[config.mk]
export PLATFORM = sky130hd
export DESIGN_NAME = stepper_drive_tick_controller
export DESIGN_NICKNAME = d
export VERILOG_FILES = /design/src/hdl/sdtc_pkg.sv /design/src/hdl/sdtc_tick_logic.sv /design/src/hdl/stepper_drive_tick_controller.sv
export SDC_FILE = /design/constraint.sdc
export NUM_CORES = 1
export LEC_CHECK = 0
export ABC_AREA = 1
export BUFFER_PORTS_ARGS = -buffer_cell sky130_fd_sc_hd__buf_2
export CORE_ASPECT_RATIO = 0.8
export CORE_MARGIN = 8
export CORE_UTILIZATION = 45
export CTS_BUF_LIST = sky130_fd_sc_hd__clkbuf_4 sky130_fd_sc_hd__clkbuf_8
export DETAILED_ROUTE_END_ITERATION = 6
export MAX_ROUTING_LAYER = met4
export PLACE_DENSITY = 0.66
export SLEW_MARGIN = 20
export SYNTH_ARGS = -nofsm -noshare
export SYNTH_HDL_FRONTEND = slang
export SYNTH_HIERARCHICAL = 1
export SYNTH_SLANG_ARGS = --single-unit
[constraint.sdc]
create_clock -name clk -period 3.26 [get_ports clk]
set_input_delay 0.326 -clock clk [delete_from_list [all_inputs] [get_ports clk]]
set_output_delay 0.326 -clock clk [all_outputs]
set_load 0.1 [all_outputs]
[src/hdl/sdtc_pkg.sv]
// Package for the stepper drive tick controller: word types, register map,
// reset values, sequence codes and the half-step coil table.
// No dependencies; every other file uses it by scoped names.
package sdtc_pkg;

	// Register map (index = paddr[4:2])
	localparam int unsigned ADDR_W = 5;
	localparam logic [2:0] REG_ADC_HIGH  = 3'd0;
	localparam logic [2:0] REG_ADC_LOW   = 3'd1;
	localparam logic [2:0] REG_STOP_DIST = 3'd2;
	localparam logic [2:0] REG_GO_DIST   = 3'd3;
	localparam logic [2:0] REG_JOY_PER   = 3'd4;
	localparam logic [2:0] REG_MOT_PER   = 3'd5;
	localparam logic [2:0] REG_TICK_STEP = 3'd6;

	// Register reset values
	localparam logic [9:0]  ADC_HIGH_RST  = 10'd700;
	localparam logic [9:0]  ADC_LOW_RST   = 10'd300;
	localparam logic [7:0]  STOP_DIST_RST = 8'd8;
	localparam logic [7:0]  GO_DIST_RST   = 8'd20;
	localparam logic [11:0] JOY_PER_RST   = 12'd90;
	localparam logic [11:0] MOT_PER_RST   = 12'd3;
	localparam logic [7:0]  TICK_STEP_RST = 8'd3;

	// Elapsed counters saturate here
	localparam logic [12:0] ELAPSED_MAX = 13'd8191;

	// Sequencer codes: stop, phases 1..8, not yet started
	localparam logic [3:0] SEQ_STOP     = 4'd0;
	localparam logic [3:0] SEQ_CW_ENTRY = 4'd8;
	localparam logic [3:0] SEQ_CCW_ENTRY = 4'd2;
	localparam logic [3:0] SEQ_LAST     = 4'd8;
	localparam logic [3:0] SEQ_UNSTARTED = 4'd9;

	// Direction flag masks
	localparam logic [3:0] DIR_UP    = 4'd1;
	localparam logic [3:0] DIR_DOWN  = 4'd2;
	localparam logic [3:0] DIR_LEFT  = 4'd4;
	localparam logic [3:0] DIR_RIGHT = 4'd8;

	// Speed advice codes
	localparam logic [1:0] ADV_STOP = 2'd0;
	localparam logic [1:0] ADV_SLOW = 2'd1;
	localparam logic [1:0] ADV_GO   = 2'd2;

	typedef struct packed {
		logic [9:0] adc_vertical;
		logic [9:0] adc_horizontal;
		logic [7:0] obstacle_distance;
	} tick_t;

	typedef struct packed {
		logic [3:0] upper_right_coils;
		logic [3:0] upper_left_coils;
		logic [3:0] bottom_left_coils;
		logic [3:0] bottom_right_coils;
		logic [1:0] speed_advice;
	} drive_t;

	typedef struct packed {
		logic [9:0]  adc_high;
		logic [9:0]  adc_low;
		logic [7:0]  stop_dist;
		logic [7:0]  go_dist;
		logic [11:0] joy_period;
		logic [11:0] mot_period;
		logic [7:0]  tick_step;
	} cfg_t;

	typedef struct packed {
		logic [3:0]  seq;
		logic [3:0]  coils;
		logic        enable;
		logic        cw;
		logic [3:0]  dir;
		logic [12:0] joy_elapsed;
		logic [12:0] mot_elapsed;
		logic [3:0]  port_ur;
		logic [3:0]  port_ul;
		logic [3:0]  port_bl;
		logic [3:0]  port_br;
	} state_t;

	// Half-step coil pattern for phase 0..7
	function automatic logic [3:0] coil_of(input logic [2:0] ph);
		logic [3:0] c;
		case (ph)
			3'd0: c = 4'd1;
			3'd1: c = 4'd3;
			3'd2: c = 4'd2;
			3'd3: c = 4'd6;
			3'd4: c = 4'd4;
			3'd5: c = 4'd12;
			3'd6: c = 4'd8;
			default: c = 4'd9;
		endcase
		return c;
	endfunction

endpackage

[src/hdl/sdtc_tick_logic.sv]
// Per-tick next-state and result logic: joystick decode, distance
// classifier, half-step sequencer and coil routing. Uses sdtc_pkg.
// Purely combinational; the top level registers state and result.
module sdtc_tick_logic (
	input  sdtc_pkg::cfg_t   cfg,
	input  sdtc_pkg::state_t st,
	input  sdtc_pkg::tick_t  tick,
	output sdtc_pkg::state_t st_next,
	output sdtc_pkg::drive_t result
);

	// add tick_step, saturate at the counter max
	function automatic logic [12:0] advance(input logic [12:0] e, input logic [7:0] step);
		logic [13:0] sum;
		sum = {1'b0, e} + {6'd0, step};
		return (sum > {1'b0, sdtc_pkg::ELAPSED_MAX}) ? sdtc_pkg::ELAPSED_MAX : sum[12:0];
	endfunction

	logic       joy_due, mot_due;
	logic [3:0] dir_n;
	logic       en_n, cw_n;
	logic [2:0] ph, ph_n;
	logic [3:0] seq_n, coils_n;
	logic [1:0] advice;
	logic       up, down, left, right;

	assign joy_due = st.joy_elapsed >= {1'b0, cfg.joy_period};
	assign mot_due = st.mot_elapsed >= {1'b0, cfg.mot_period};

	// joystick decode, vertical axis has priority
	always_comb begin
		dir_n = st.dir;
		en_n  = st.enable;
		cw_n  = st.cw;
		if (joy_due) begin
			if (tick.adc_vertical > cfg.adc_high) begin
				dir_n = sdtc_pkg::DIR_UP; en_n = 1'b1; cw_n = 1'b1;
			end else if (tick.adc_vertical < cfg.adc_low) begin
				dir_n = sdtc_pkg::DIR_DOWN; en_n = 1'b1; cw_n = 1'b0;
			end else if (tick.adc_horizontal > cfg.adc_high) begin
				dir_n = sdtc_pkg::DIR_RIGHT; en_n = 1'b1; cw_n = 1'b0;
			end else if (tick.adc_horizontal < cfg.adc_low) begin
				dir_n = sdtc_pkg::DIR_LEFT; en_n = 1'b1; cw_n = 1'b1;
			end else begin
				en_n = 1'b0;
			end
		end
	end

	// distance classifier, stop wins over go
	always_comb begin
		if (tick.obstacle_distance <= cfg.stop_dist)
			advice = sdtc_pkg::ADV_STOP;
		else if (tick.obstacle_distance < cfg.go_dist)
			advice = sdtc_pkg::ADV_SLOW;
		else
			advice = sdtc_pkg::ADV_GO;
	end

	// half-step sequencer; clockwise walks the phases backward
	assign ph   = 3'(st.seq - 4'd1);
	assign ph_n = cw_n ? (ph - 3'd1) : (ph + 3'd1);

	always_comb begin
		seq_n   = st.seq;
		coils_n = st.coils;
		if (mot_due) begin
			if (st.seq == sdtc_pkg::SEQ_STOP)
				seq_n = en_n ? (cw_n ? sdtc_pkg::SEQ_CW_ENTRY : sdtc_pkg::SEQ_CCW_ENTRY)
				             : sdtc_pkg::SEQ_STOP;
			else if (st.seq <= sdtc_pkg::SEQ_LAST)
				seq_n = en_n ? ({1'b0, ph_n} + 4'd1) : sdtc_pkg::SEQ_STOP;
			else
				seq_n = sdtc_pkg::SEQ_STOP;
			if (seq_n != sdtc_pkg::SEQ_STOP && seq_n <= sdtc_pkg::SEQ_LAST)
				coils_n = sdtc_pkg::coil_of(3'(seq_n - 4'd1));
		end
	end

	// routing to motor groups
	assign up    = dir_n[0];
	assign down  = dir_n[1];
	assign left  = dir_n[2];
	assign right = dir_n[3];

	always_comb begin
		st_next             = st;
		st_next.dir         = dir_n;
		st_next.enable      = en_n;
		st_next.cw          = cw_n;
		st_next.seq         = seq_n;
		st_next.coils       = coils_n;
		st_next.joy_elapsed = advance(joy_due ? 13'd0 : st.joy_elapsed, cfg.tick_step);
		st_next.mot_elapsed = advance(mot_due ? 13'd0 : st.mot_elapsed, cfg.tick_step);
		if ((up || down) && !left && !right) begin
			st_next.port_ur = coils_n;
			st_next.port_ul = coils_n;
			st_next.port_bl = coils_n;
			st_next.port_br = coils_n;
		end else if (left && !right && !up && !down) begin
			st_next.port_ur = coils_n;
			st_next.port_br = coils_n;
		end else if (right && !left && !up && !down) begin
			st_next.port_ul = coils_n;
			st_next.port_bl = coils_n;
		end
	end

	always_comb begin
		result.upper_right_coils  = st_next.port_ur;
		result.upper_left_coils   = st_next.port_ul;
		result.bottom_left_coils  = st_next.port_bl;
		result.bottom_right_coils = st_next.port_br;
		result.speed_advice       = advice;
	end

endmodule

[src/hdl/stepper_drive_tick_controller.sv]
// Top level of the stepper drive tick controller: register file, tick input
// register, controller state and result register. Uses sdtc_pkg and
// sdtc_tick_logic.
//
//   channel  | direction | handshake                  | word
//   ---------+-----------+----------------------------+---------------------
//   tick     | in        | tick_valid / tick_stall    | sdtc_pkg::tick_t
//   drive    | out       | drive_valid / drive_stall  | sdtc_pkg::drive_t
//   config   | in        | APB psel/penable/pwrite    | 32-bit registers
//
// One tick word per clock sustained while drive_stall is low; each word passes
// through the input register, then the result register, where drive_valid rises.
// The tick state updates once per word as it moves into the result register.
// A stalled result holds; one more tick word is held in the input register,
// after which tick_stall rises. Reset is asynchronous and needs no clearing pass.
module stepper_drive_tick_controller (
	input  logic                          clk,
	input  logic                          arst_n,
	input  logic                          tick_valid,
	output logic                          tick_stall,
	input  sdtc_pkg::tick_t               tick,
	output logic                          drive_valid,
	input  logic                          drive_stall,
	output sdtc_pkg::drive_t              drive,
	input  logic                          psel,
	input  logic                          penable,
	input  logic                          pwrite,
	input  logic [sdtc_pkg::ADDR_W-1:0]   paddr,
	input  logic [31:0]                   pwdata,
	output logic [31:0]                   prdata,
	output logic                          pready
);

	sdtc_pkg::cfg_t   cfg_q;
	sdtc_pkg::state_t st_q, st_next;
	sdtc_pkg::tick_t  tick_s1;
	sdtc_pkg::drive_t result, drive_q;
	logic             valid_s1, drive_valid_q;
	logic             accept, advance, cfg_wr;
	logic [2:0]       reg_idx;

	assign pready  = 1'b1;
	assign cfg_wr  = psel && penable && pwrite;
	assign reg_idx = paddr[4:2];

	// register file
	always_ff @(posedge clk or negedge arst_n) begin
		if (!arst_n) begin
			cfg_q.adc_high   <= sdtc_pkg::ADC_HIGH_RST;
			cfg_q.adc_low    <= sdtc_pkg::ADC_LOW_RST;
			cfg_q.stop_dist  <= sdtc_pkg::STOP_DIST_RST;
			cfg_q.go_dist    <= sdtc_pkg::GO_DIST_RST;
			cfg_q.joy_period <= sdtc_pkg::JOY_PER_RST;
			cfg_q.mot_period <= sdtc_pkg::MOT_PER_RST;
			cfg_q.tick_step  <= sdtc_pkg::TICK_STEP_RST;
		end else if (cfg_wr) begin
			case (reg_idx)
				sdtc_pkg::REG_ADC_HIGH:  cfg_q.adc_high   <= pwdata[9:0];
				sdtc_pkg::REG_ADC_LOW:   cfg_q.adc_low    <= pwdata[9:0];
				sdtc_pkg::REG_STOP_DIST: cfg_q.stop_dist  <= pwdata[7:0];
				sdtc_pkg::REG_GO_DIST:   cfg_q.go_dist    <= pwdata[7:0];
				sdtc_pkg::REG_JOY_PER:   cfg_q.joy_period <= pwdata[11:0];
				sdtc_pkg::REG_MOT_PER:   cfg_q.mot_period <= pwdata[11:0];
				sdtc_pkg::REG_TICK_STEP: cfg_q.tick_step  <= pwdata[7:0];
				default: ;
			endcase
		end
	end

	// register readback
	always_comb begin
		case (reg_idx)
			sdtc_pkg::REG_ADC_HIGH:  prdata = {22'd0, cfg_q.adc_high};
			sdtc_pkg::REG_ADC_LOW:   prdata = {22'd0, cfg_q.adc_low};
			sdtc_pkg::REG_STOP_DIST: prdata = {24'd0, cfg_q.stop_dist};
			sdtc_pkg::REG_GO_DIST:   prdata = {24'd0, cfg_q.go_dist};
			sdtc_pkg::REG_JOY_PER:   prdata = {20'd0, cfg_q.joy_period};
			sdtc_pkg::REG_MOT_PER:   prdata = {20'd0, cfg_q.mot_period};
			sdtc_pkg::REG_TICK_STEP: prdata = {24'd0, cfg_q.tick_step};
			default:                 prdata = 32'd0;
		endcase
	end

	// handshake: input register drains whenever the result register is free
	assign advance    = valid_s1 && (!drive_valid_q || !drive_stall);
	assign tick_stall = valid_s1 && !advance;
	assign accept     = tick_valid && !tick_stall;

	always_ff @(posedge clk or negedge arst_n) begin
		if (!arst_n)
			valid_s1 <= 1'b0;
		else if (accept)
			valid_s1 <= 1'b1;
		else if (advance)
			valid_s1 <= 1'b0;
	end

	always_ff @(posedge clk) begin
		if (accept)
			tick_s1 <= tick;
	end

	sdtc_tick_logic u_logic (
		.cfg     (cfg_q),
		.st      (st_q),
		.tick    (tick_s1),
		.st_next (st_next),
		.result  (result)
	);

	// controller state, counters start at their reset periods
	always_ff @(posedge clk or negedge arst_n) begin
		if (!arst_n) begin
			st_q.seq         <= sdtc_pkg::SEQ_UNSTARTED;
			st_q.coils       <= 4'd0;
			st_q.enable      <= 1'b0;
			st_q.cw          <= 1'b0;
			st_q.dir         <= 4'd0;
			st_q.joy_elapsed <= {1'b0, sdtc_pkg::JOY_PER_RST};
			st_q.mot_elapsed <= {1'b0, sdtc_pkg::MOT_PER_RST};
			st_q.port_ur     <= 4'd0;
			st_q.port_ul     <= 4'd0;
			st_q.port_bl     <= 4'd0;
			st_q.port_br     <= 4'd0;
		end else if (advance) begin
			st_q <= st_next;
		end
	end

	// result register
	always_ff @(posedge clk or negedge arst_n) begin
		if (!arst_n)
			drive_valid_q <= 1'b0;
		else if (advance)
			drive_valid_q <= 1'b1;
		else if (!drive_stall)
			drive_valid_q <= 1'b0;
	end

	always_ff @(posedge clk) begin
		if (advance)
			drive_q <= result;
	end

	assign drive_valid = drive_valid_q;
	assign drive       = drive_q;

endmodule

## Word-level counts from Yosys, hierarchy flattened

Index checks and enable logic that the tools add are counted.

- Input port bits: 72
- Latch bits: 0
- Memory bits (writable): 0
- Memories kept: 0
- Bits in read-only memories: 0
- Register bits: 172
- Output and inout bits: 53
- Word-level logic and storage cells: 137

- Shifts and indexed selects: 0
- $add $sub $neg: 7
- Equal/unequal tests: 13
- Reduce and logical (&&, ||, !) cells: 37
- Multiply operators: 0
- Divide/modulo/power cells: 0
- Multiplexer cells: 40
- Bitwise operators: 0
- Magnitude comparators: 12

Operator list:

| operator | number |
|---|---|
| $pmux 12 s7 | 1 |
| $mux 4 | 15 |
| $mux 13 | 4 |
| $add 13x8->14 | 2 |
| $gt 14x13->1 const B | 2 |
| $pmux 4 s7 | 1 |
| $ge 13x12->1 | 2 |
| $gt 10x10->1 | 2 |
| $lt 10x10->1 | 2 |
| $eq 3x3->1 const B | 6 |
| $mux 16 | 1 |
| $mux 8 | 2 |
| $reduce_and 2->1 | 8 |
| $logic_and 1x1->1 | 14 |
| $mux 1 | 14 |
| $eq 3x2->1 const B | 4 |
| $sub 3x1->3 const B | 3 |
| $le 4x4->1 const B | 2 |
| $le 8x8->1 | 1 |
| $logic_not 1->1 | 8 |
| $lt 8x8->1 | 1 |
| $eq 3x1->1 const B | 2 |
| $logic_not 3->1 | 2 |
| $add 3x1->4 const B | 1 |
| other kinds (8) | 9 |

## Depth between registers and ports, before layout

- Depth in word-level cells: 20
- Depth in mapped cells: 30
- Gate-level depth less buffers: 29

## Hierarchy

Netlist, hierarchy kept.

Modules (own cells, without submodules):

| module | times used | area an instance (um2) | cells an instance |
|---|---|---|---|
| stepper_drive_tick_controller | 1 | 7,188.1 | 758 |
| sdtc_tick_logic | 1 | 3,937.5 | 663 |

## Worst setup path before layout

Ideal clock, no wire load.

- Kind: flip-flop to flip-flop
- Start point: register cfg_q[9] in the netlist's numbering
- End point: register st_q[27] in the netlist's numbering
- Setup slack: -0.317 ns
- Path buffers: 1
- Setup time: 0.116 ns
- Cell stages (with the launch flop): 21
- Arrival time: 3.461 ns
- Cells stage by stage: dfstp_2 > inv_1 > ha_1 > nand4_1 > or4_1 > nand3_1 > clkbuf_1 > nor2_1 > ha_1 > nand3_1 > nand2_1 > a21oi_1 > o21bai_1 > a21oi_1 > o21bai_1 > a21oi_1 > nor2_1 > nand3_1 > xor2_1 > nand2_1 > nand2_1

RTL lines:

| element | line | text |
|---|---|---|
| start: declaration | stepper_drive_tick_controller.sv:34 | `sdtc_pkg::cfg_t cfg_q;` |
| end signal: assignment | stepper_drive_tick_controller.sv:126 | `st_q <= st_next;` |
| end: declaration | stepper_drive_tick_controller.sv:35 | `sdtc_pkg::state_t st_q, st_next;` |

==> flow_summary_export.csv <==
group,metric,value,unit
final_layout,drive_above_1_share,29.3,%
route,first_pass_iters,5,
synthesis,synth_common_cells,"nand2_1, inv_1, dfrtp_1",
sta,setup_viol,48,
worst_setup_path,path_buf_inv,4,
synthesis,yosysMostFrequentCell,"nand2_1",
final_layout,fillers,2136,
synthesis,ys_types,51,
synthesis,synthAdderAreaFrac,11.2,%
grt,grt_max_degree,75,
grt,grt_remaining_overflow,0,
clock_tree,path_clk_slew,0.10,ns
power_and_ir_drop,power.share.sequential,29.1,%
clock_tree,clock_latency,0.47,ns
worst_hold_path,hold_path_class,"input pin to flip-flop",
placed_design,gp_congestion,0.908,
worst_setup_path,crit_family,"simple AND/OR/NAND/NOR gates",
die,start_util,45.8,%
synthesis,avgSynthCellArea,7.83,sq um
synthesis,yosys.area_share.simple,27.2,%
clock_tree,cts_sinks,172,
sta,finalHoldViolations,0,
synthesis,ys_seq_elements,172,
grt,antenna_found_initial,0,
grt,track_usage,20.2,%
die,die-area,0.0300,sq mm
worst_setup_path,startpoint_type,"flip-flop",
worst_setup_path,end_kind,"flip-flop",
clock_tree,h-tree-depth,4,
grt,grt_pass1_vias,9265,
die,die_y,157,um
sta,slew_headroom,44.3,%
worst_setup_path,reg2reg_depth,29,
run_status,violations,"negative setup slack",
sta,rsz0062_at_grt,"yes",
worst_setup_path,cpPeakStageDelay,0.54,ns
placed_design,post-place-ws,-0.336,ns
synthesis,yosys.area.top_type,"dfrtp_1",
worst_hold_path,hold_path_depth,1,
placed_design,port_buffers,81,
route,drc,0,
worst_setup_path,worstPathArrival,3.91,ns
final_layout,syn_to_final_growth,25.6,%
sta,tightest_slew,0.835,ns
power_and_ir_drop,swShare,47.7,%
worst_setup_path,worstSetupPathType,"flip-flop to flip-flop",
synthesis,synth_top_area_share,21.8,%
final_layout,nets,1780,
sta,max_freq,0.286,GHz
die,core,0.0243,sq mm
power_and_ir_drop,p_int,5.93,mW
power_and_ir_drop,vdd_drop_max,394,uV
route,num_vias,9778,
synthesis,syn-cell-area,0.0111,sq mm
power_and_ir_drop,p_clk_share,13.0,%
worst_setup_path,crit_required,3.67,ns
worst_setup_path,crit_cells,29,
power_and_ir_drop,p_comb_share,57.9,%
worst_setup_path,worstPathMaxFanout,4,
worst_setup_path,crit_slowest_cell,"dfstp_2",
power_and_ir_drop,p_switching,5.41,mW
clock_tree,cts-root-buf,"clkbuf_8",
route,wl,29800,um
route,ant_nets,0,
sta,finClkSkew,0.0194,ns
sta,fin_crit_sh,107,%
synthesis,synth.area.top_cells,"dfrtp_1, nand2_1, edfxtp_1",
power_and_ir_drop,p_per_area,811,mW/mm^2
final_layout,fin_util,57.5,%
synthesis,yosysSeqAreaShare,41.1,%
synthesis,synth_ff_type,"dfrtp_1",
die,ioPinCount,125,
run_status,status,"finished, violations left",
synthesis,synth_edf_count,46,
sta,finalCriticalPeriod,3.50,ns
grt,grt_pass1_wl,47400,um
synthesis,synthCells,1421,
synthesis,synth-compound-area-share,7.86,%
clock_tree,cts.path.max_buffers,2,
die,rows,51,
clock_tree,cts_buffers,17,
power_and_ir_drop,power_leakage,7.08,nW
synthesis,synth-xor-area-share,1.57,%
die,dieWidth,192,um
job,cap_violations,0,
placed_design,dp_hpwl,21000,um
route,drt_iter0_drc,928,
final_layout,antennaDiodeCount,0,
sta,finalWorstSetupSlack,-0.241,ns
clock_tree,cts_tree,"yes",
route,wl_per_cell,15.3,um
synthesis,synth_top_family_by_area,"simple AND/OR/NAND/NOR gates",
synthesis,yosys_warnings,6,
sta,finalMaxSlewViolations,0,
synthesis,synth.mux.area_fraction,0,%
route,vias_per_cell,5.04,
synthesis,async_flop_share,73.3,%
sta,whs,0.0291,ns
==> metrics by stage <==
step	total power, mW	TNS (ns)	area, sq um	cells
2_1_floorplan	7.65	-0.440	11400	1440
6_report	11.3	-8.35	14000	1941
3_5_place_dp	8.85	-11.06	12500	1865
4_1_cts	10.8	-5.85	13500	1927
5_1_grt	12.2	-18.48	14000	1941
3_3_place_gp	8.71	-5.93	12500	1865
==> logic make-up (layout without fill, tap and decap cells) <==
logic type | after synthesis | in the layout
AO/OA/AOI/OAI | 161 | 161
XOR/XNOR | 20 | 20
adder cells (fa/ha/maj) | 98 | 98
buffers and inverters | 268 | 451
flip-flops | 172 | 172
other | 2 | 21
AND/OR/NAND/NOR | 700 | 700
==> power by group through the flow <==
stage | Clock (mW) | Combinational [mW] | Sequential, mW
detailed placement | 0 | 5.56 | 3.29
global placement | 0 | 5.43 | 3.28
finish | 1.48 | 6.56 | 3.29
global route | 1.59 | 7.22 | 3.35
floorplan | 0 | 3.77 | 3.88
CTS | 1.51 | 5.99 | 3.28
==> layout make-up <==
class,instances,area (sq um),area share (%)
timing repair buffer,235,1650,11.8
multi-input combinational,1000,6260,44.8
clock inverter,15,148,1.06
inverter,184,706,5.05
tap,318,398,2.85
clock buffer,17,234,1.67
sequential,172,4570,32.7
==> cells in the final DEF, fill, tap and decap left out, drive strengths merged <==
cell and instances:
a21boi 1, o32ai 1, o22ai 2, nor3b 3, and2 3, o21bai 5
dfstp 29, buf 217, nand4 42, clkinv 6, o211ai 1, nand2 486
a2111oi 1, or2 6, clkinvlp 1, nor3 11, a211oi 1, ha 96
o21ai 90, o21a 3, nand3b 3, dfrtp 97, o31ai 1, fa 2
inv 192, nand3 61, xor2 11, conb 21, edfxtp 46, dlygate4sd3 18
a21o 4, xnor2 9, clkbuf 17, or4 1, a221oi 1, nor2 83
a21oi 50, nor4 1
==> final timing paths <==
kind / end / start / slack, ns
setup / recovery: st_q[12]$_DFFE_PN0P_ / cfg_q[62]$_DFFE_PN1P_ / -0.24
hold / removal: tick_s1[14]$_DFFE_PP_ / tick[14] / 0.03
max in group asynchronous: st_q[55]$_DFFE_PN1P_ / arst_n / 1.90
min in group asynchronous: cfg_q[37]$_DFFE_PN0P_ / arst_n / 0.44
hold reg to reg: st_q[8]$_DFFE_PN0P_ / st_q[8]$_DFFE_PN0P_ / 0.48
setup reg to reg: st_q[12]$_DFFE_PN0P_ / cfg_q[62]$_DFFE_PN1P_ / -0.24
==> state kept, by name, summed over array words and instances, names as in the netlist <==
name / flops
st_q: 56
drive_valid: 1
cfg_q: 68
tick_s1: 28
valid_s1: 1
drive: 18
==> repair_timing <==
action                                  in CTS  in global routing
endpoints found under the setup margin      51                 54
gates resized for setup                     77                 79
pin swaps                                   64                 81
endpoints found under the hold margin       45                  9
buffers inserted                            22                 11
hold buffers                                 9                  9
==> layer usage <==
metal	global-route usage, %	share of wire (%)	vias up
li1	-	-	4884
met1	27.2	47	4632
met2	31.1	47	225
met3	4.07	5.1	37
met4	4.90	1.8	0
met5	-	0	-
(Power assumes the default switching activity.)
